**src/design/lmimb_sincos.sv**
```systemverilog
// ----------------------------------------------------------------------------
// lmimb_sincos
// Four-stage polynomial sine/cosine of a 16-bit turn angle, Q1.15 results.
// ----------------------------------------------------------------------------
`default_nettype none

module lmimb_sincos (
	input  wire logic               clk,
	input  wire logic               en,
	input  wire logic        [15:0] ang,
	output logic signed      [15:0] cos_o,
	output logic signed      [15:0] sin_o
);

	logic signed [15:0] res [2];

	for (genvar k = 0; k < 2; k++) begin : g_lane
		logic [15:0] a;
		logic [1:0]  q_in;
		logic [14:0] x_in;
		logic [29:0] sq;
		logic [1:0]  q_s1, q_s2, q_s3;
		logic [14:0] x_s1, x_s2, x_s3;
		logic [14:0] t2_s1, t2_s2;
		logic [14:0] u_s2;
		logic [15:0] w_s3;
		logic [26:0] pu;
		logic [29:0] pw;
		logic [30:0] pr;
		logic [16:0] r;
		logic [15:0] mag;
		logic signed [15:0] res_s4;

		// fold the angle into the first quadrant
		always_comb begin
			a    = ang + ((k == 1) ? 16'd16384 : 16'd0);
			q_in = a[15:14];
			x_in = q_in[0] ? (15'd16384 - {1'b0, a[13:0]}) : {1'b0, a[13:0]};
			sq   = 30'(x_in) * 30'(x_in);
			pu   = 27'(t2_s1) * 27'd2320;
			pw   = 30'(u_s2) * 30'(t2_s2);
			pr   = 31'(x_s3) * 31'(w_s3);
			r    = pr[30:14];
			mag  = (r > 17'd32767) ? 16'd32767 : r[15:0];
		end

		// advance the polynomial one term per stage
		always_ff @(posedge clk) begin
			if (en) begin
				q_s1   <= q_in;
				x_s1   <= x_in;
				t2_s1  <= sq[28:14];
				q_s2   <= q_s1;
				x_s2   <= x_s1;
				t2_s2  <= t2_s1;
				u_s2   <= 15'd21024 - 15'(pu[26:14]);
				q_s3   <= q_s2;
				x_s3   <= x_s2;
				w_s3   <= 16'd51472 - pw[29:14];
				res_s4 <= q_s3[1] ? -$signed(mag) : $signed(mag);
			end
		end

		assign res[k] = res_s4;
	end

	assign sin_o = res[0];
	assign cos_o = res[1];

endmodule

`default_nettype wire

```
**config.mk**
```make
export PLATFORM = sky130hd
export DESIGN_NAME = lmimb_sincos
export DESIGN_NICKNAME = d
export VERILOG_FILES = /design/src/design/lmimb_sincos.sv
export SDC_FILE = /design/constraint.sdc
export NUM_CORES = 2
export LEC_CHECK = 0
export ABC_AREA = 1
export BUFFER_PORTS_ARGS = -buffer_cell sky130_fd_sc_hd__buf_2
export CAP_MARGIN = 20
export CORE_ASPECT_RATIO = 2
export CORE_MARGIN = 5
export CORE_UTILIZATION = 55
export DETAILED_ROUTE_END_ITERATION = 12
export MAX_ROUTING_LAYER = met4
export PLACE_DENSITY = 0.71
export SYNTH_ARGS = -nofsm -noshare
export SYNTH_HDL_FRONTEND = slang
export SYNTH_SLANG_ARGS = --single-unit
```
**constraint.sdc**
```tcl
create_clock -name clk -period 9.28 [get_ports clk]
set_clock_uncertainty 0.1 [all_clocks]
set_input_delay 0.464 -clock clk [delete_from_list [all_inputs] [get_ports clk]]
set_output_delay 0.464 -clock clk [all_outputs]
set_load 0.01 [all_outputs]
```
==> report_table.html <==
<table>
<tr><th>Metric</th><th>Value</th></tr>
<tr><th colspan="2">Layout</th></tr>
<tr><td>Syn-to-layout area delta</td><td>4.09%</td></tr>
<tr><td>Post-layout utilization of the core</td><td>57.7%</td></tr>
<tr><td>Final std cell area, no fill</td><td>59800 sq um</td></tr>
<tr><td>Antenna diode instance count</td><td>0</td></tr>
<tr><td>Share of post-route cells with drive strength above 1</td><td>2.53%</td></tr>
<tr><td>Fin cells</td><td>8544</td></tr>
<tr><td># nets final</td><td>8807</td></tr>
<tr><td>Filler Cells Inserted</td><td>9593</td></tr>
<tr><th colspan="2">Detailed routing</th></tr>
<tr><td>Antenna Violating Nets Remaining</td><td>0</td></tr>
<tr><td>WL/cell</td><td>17.4 um</td></tr>
<tr><td>Iteration-0 DRC Markers</td><td>2167</td></tr>
<tr><td>Total routed wirelength</td><td>149000 um</td></tr>
<tr><td>Via count normalized by instance count</td><td>5.30</td></tr>
<tr><td>Number of DRC violations after detailed routing</td><td>0</td></tr>
<tr><td>Pre-antenna DRT Iters</td><td>6</td></tr>
<tr><td>Detailed-route via count</td><td>45200</td></tr>
<tr><th colspan="2">Synthesis</th></tr>
<tr><td>Synthesis Warnings</td><td>0</td></tr>
<tr><td>Mean cell area of the mapped netlist</td><td>7.93 sq um</td></tr>
<tr><td>Seq/Total Area, Yosys</td><td>12.9%</td></tr>
<tr><td>Flip-flop and latch count after synthesis</td><td>247</td></tr>
<tr><td>Distinct cells, synth</td><td>55</td></tr>
<tr><td>Post-synth EDFFs</td><td>247</td></tr>
<tr><td>Flip-flop cell with the highest count after synthesis</td><td>edfxtp_1</td></tr>
<tr><td>Post-Syn Area</td><td>57500 sq um</td></tr>
<tr><td>Async S/R FF share, synth</td><td>0%</td></tr>
<tr><td>Cells after Synth</td><td>7243</td></tr>
<tr><th colspan="2">Critical path</th></tr>
<tr><td>Launch point of the critical path</td><td>g_lane[0].x_s3[7]</td></tr>
<tr><td>Setup Crit Path Kind</td><td>reg2reg</td></tr>
<tr><td>CP startpoint kind</td><td>flop</td></tr>
<tr><td>Worst reg2reg path startpoint</td><td>g_lane[0].x_s3[7]</td></tr>
<tr><td>Data arrival time of the critical path</td><td>8010 ps</td></tr>
<tr><td>Cell mode on critical path</td><td>inv_1</td></tr>
<tr><td>Cell with the largest stage delay on the worst path</td><td>edfxtp_1</td></tr>
<tr><td>Worst-path fanout max</td><td>17</td></tr>
<tr><td>Count of buffering cells on the critical path with inverters included</td><td>8</td></tr>
<tr><td>Max incr delay on CP</td><td>830 ps</td></tr>
<tr><td>Crit path max-delay family</td><td>adder cells</td></tr>
<tr><td>Kind of capture point of the worst setup path</td><td>flop</td></tr>
<tr><td>Required @ worst endpoint</td><td>9540 ps</td></tr>
<tr><th colspan="2">Global route</th></tr>
<tr><td>Top Usage Layer GRT</td><td>met2</td></tr>
<tr><td>Fraction of met2 tracks used by global routing</td><td>54.8%</td></tr>
<tr><td>Wire length of the first global-routing pass</td><td>244000 um</td></tr>
<tr><td>Global-route total usage across every layer</td><td>28.3%</td></tr>
<tr><td>Met1 track utilization from global routing</td><td>25.3%</td></tr>
<tr><td>GRT Residual Overflow</td><td>0</td></tr>
<tr><td>Routing usage on met3</td><td>2.16%</td></tr>
<tr><td>Number of global-route vias before repair</td><td>50100</td></tr>
<tr><td>Antenna violations before repair</td><td>0</td></tr>
<tr><td>Maximum number of pins on one net before global-route repair</td><td>156</td></tr>
<tr><th colspan="2">STA</th></tr>
<tr><td>Final Hold Vio Count</td><td>0</td></tr>
<tr><td>Setup Viol. Count Final</td><td>0</td></tr>
<tr><td>Min cycle time layout</td><td>7750 ps</td></tr>
<tr><td>Portion of the clock cycle consumed by the worst path in the final layout</td><td>83.5%</td></tr>
<tr><td>Maximum frequency from static timing analysis</td><td>129 MHz</td></tr>
<tr><td>Setup TNS</td><td>0 ps</td></tr>
<tr><td>Worst relative slew slack</td><td>37.7%</td></tr>
<tr><td>Unrepaired setup endpoints after global routing</td><td>false</td></tr>
<tr><td>Final Max Slew Viols</td><td>0</td></tr>
<tr><td>Transition at the pin with the smallest max-transition slack</td><td>934 ps</td></tr>
<tr><th colspan="2">Clocking</th></tr>
<tr><td>Root Buffer Master</td><td>clkbuf_16</td></tr>
<tr><td>TritonCTS Buffers</td><td>26</td></tr>
<tr><td>Clock edge transition at the registers on the reported setup and hold paths</td><td>80 ps</td></tr>
<tr><td>CTS Hold Bufs</td><td>0</td></tr>
<tr><td>Number of buffers inserted by post-CTS setup repair</td><td>0</td></tr>
<tr><td>CTS tree</td><td>built</td></tr>
<tr><td>Number of gates resized after CTS</td><td>0</td></tr>
<tr><td>Worst-skew pair later-pin latency</td><td>620 ps</td></tr>
<tr><td>Number of H-tree branching levels</td><td>1</td></tr>
<tr><td>CTS max path bufs</td><td>3</td></tr>
<tr><td>Clock Sinks</td><td>247</td></tr>
<tr><th colspan="2">Place</th></tr>
<tr><td>RD Place Congestion</td><td>0.971</td></tr>
<tr><td>Placed inst area</td><td>58900 sq um</td></tr>
<tr><td>Count of buffers inserted at the top-level ports</td><td>49</td></tr>
<tr><td>Placed cell count</td><td>8498</td></tr>
<tr><td>DPL Wire Length</td><td>127000 um</td></tr>
<tr><th colspan="2">Floorplan</th></tr>
<tr><td>CORE AREA</td><td>104000 sq um</td></tr>
<tr><td>Initial cell density of the core</td><td>55.4%</td></tr>
<tr><td>Count of pins on the block boundary</td><td>50</td></tr>
<tr><td>Die width</td><td>239 um</td></tr>
<tr><td>Chip height</td><td>467 um</td></tr>
<tr><td>Overall die area</td><td>111000 sq um</td></tr>
<tr><td>Number of core rows</td><td>167</td></tr>
<tr><th colspan="2">Outcome</th></tr>
<tr><td>Outcome</td><td>finished clean</td></tr>
<tr><th colspan="2">Job</th></tr>
<tr><td>Number of maximum-capacitance violations</td><td>0</td></tr>
<tr><th colspan="2">Worst hold path</th></tr>
<tr><td>Critical hold path startpoint</td><td>ang[15]</td></tr>
<tr><td>Worst hold path class</td><td>in2reg</td></tr>
</table>
kinds of logic after synthesis:
group	after synthesis	share of synthesized area (%)
DFF	247	12.9
adders and majority gates	1615	48.0
xor gates and xnor gates	145	2.28
other	2	0.0131
AOI/OAI and AO/OA	412	4.07
buffers and inverters	2227	14.6
and+or+nand+nor	2595	18.2
per-stage QoR:
step           hold WS, ps  setup WS [ps]
2_1_floorplan          300           1750
3_3_place_gp           302           1330
3_5_place_dp           307           1260
4_1_cts                102           1570
5_1_grt                115           1140
6_report               147           1530
synth_stat cells, types with 11 or more instances:
cell type  number  share of area, %
nand4_1        46              0.50
a21o_1         21              0.27
nand3_1       187               1.6
o21ai_0        87              0.76
nor2_1        396               2.6
ha_1          637                14
inv_2          16              0.10
nor4_1         14              0.15
clkbuf_1      162               1.1
nand2_1      1855                12
clkinv_1       11             0.072
inv_1        2026                13
o21bai_1       22              0.29
a21oi_1       201               1.8
o21a_1         12              0.16
nand2_2        15              0.16
o21ai_1        25              0.22
xnor2_1        50              0.76
o21ai_2        12              0.18
xor2_1         91               1.4
fa_1          978                34
nor3_1         32              0.28
nand3b_1       18              0.24
edfxtp_1      247                13
metal layers:
layer | vias up | wire length [um] | part of all wire (%)
li1 | 21200 | - | -
met1 | 22100 | 45900 | 31
met2 | 1323 | 83800 | 56
met3 | 697 | 5290 | 3.6
met4 | 0 | 13800 | 9.3
met5 | - | 0 | 0
layout by cell type, fill, tap and decap left out, drive strengths merged, types with 3 or more instances in the layout:
cell type and count:
clkbuf 27, nor3 37, clkinv 20, a21boi 5, ha 637, nor4 14, edfxtp 247, bufinv 6
nand2 1871, nand3 192, o21bai 22, o31ai 3, clkinvlp 3, a21oi 204, o211ai 4, inv 2043
nand3b 18, o21a 12, o221ai 3, or2 4, nand4 47, o21ai 125, buf 59, a21o 21
xor2 94, a31oi 9, fa 978, xnor2 50, conb 20, nor2 408
path summary, 6_finish.rpt:
path	slack, ps	endpoint	depth (start not counted)
worst min-delay path	150	g_lane[0].q_s1[1]	1
worst min register to register	320	g_lane[1].x_s3[1]	0
worst max register to register	1530	sin_o[8]	33
worst max-delay path	1530	sin_o[8]	33
state kept, by name, summed over array words and instances (netlist names), 16 cells and up:
| name | count |
|---|---|
| cos_o | 16 |
| g_lane.t2_s1 | 30 |
| g_lane.t2_s2 | 30 |
| g_lane.u_s2 | 30 |
| g_lane.w_s3 | 32 |
| g_lane.x_s1 | 29 |
| g_lane.x_s2 | 29 |
| g_lane.x_s3 | 29 |
| sin_o | 16 |
final cells by class:
| type | count | area [sq um] | share of cell area, % |
|---|---|---|---|
| multi-input combinational | 4787 | 41700 | 69.8 |
| sequential | 247 | 7420 | 12.4 |
| timing repair buffer | 59 | 343 | 0.573 |
| clock buffer | 27 | 654 | 1.09 |
| tap | 1352 | 1690 | 2.83 |
| inverter | 2053 | 7710 | 12.9 |
| clock inverter | 19 | 273 | 0.456 |
worst reg2reg max path: cells and delay by family, from the launching register on:
kind	cells	cell delay, ps
adder cells (fa/ha/maj)	8	3630
AND/OR/NAND/NOR	14	1730
flip-flops	1	830
AO/OA/AOI/OAI	2	540
buffers and inverters	8	470
XOR/XNOR	1	180
Power is not shown: default switching activity piles up to over one toggle a cycle in this logic, so the estimate is an artifact.
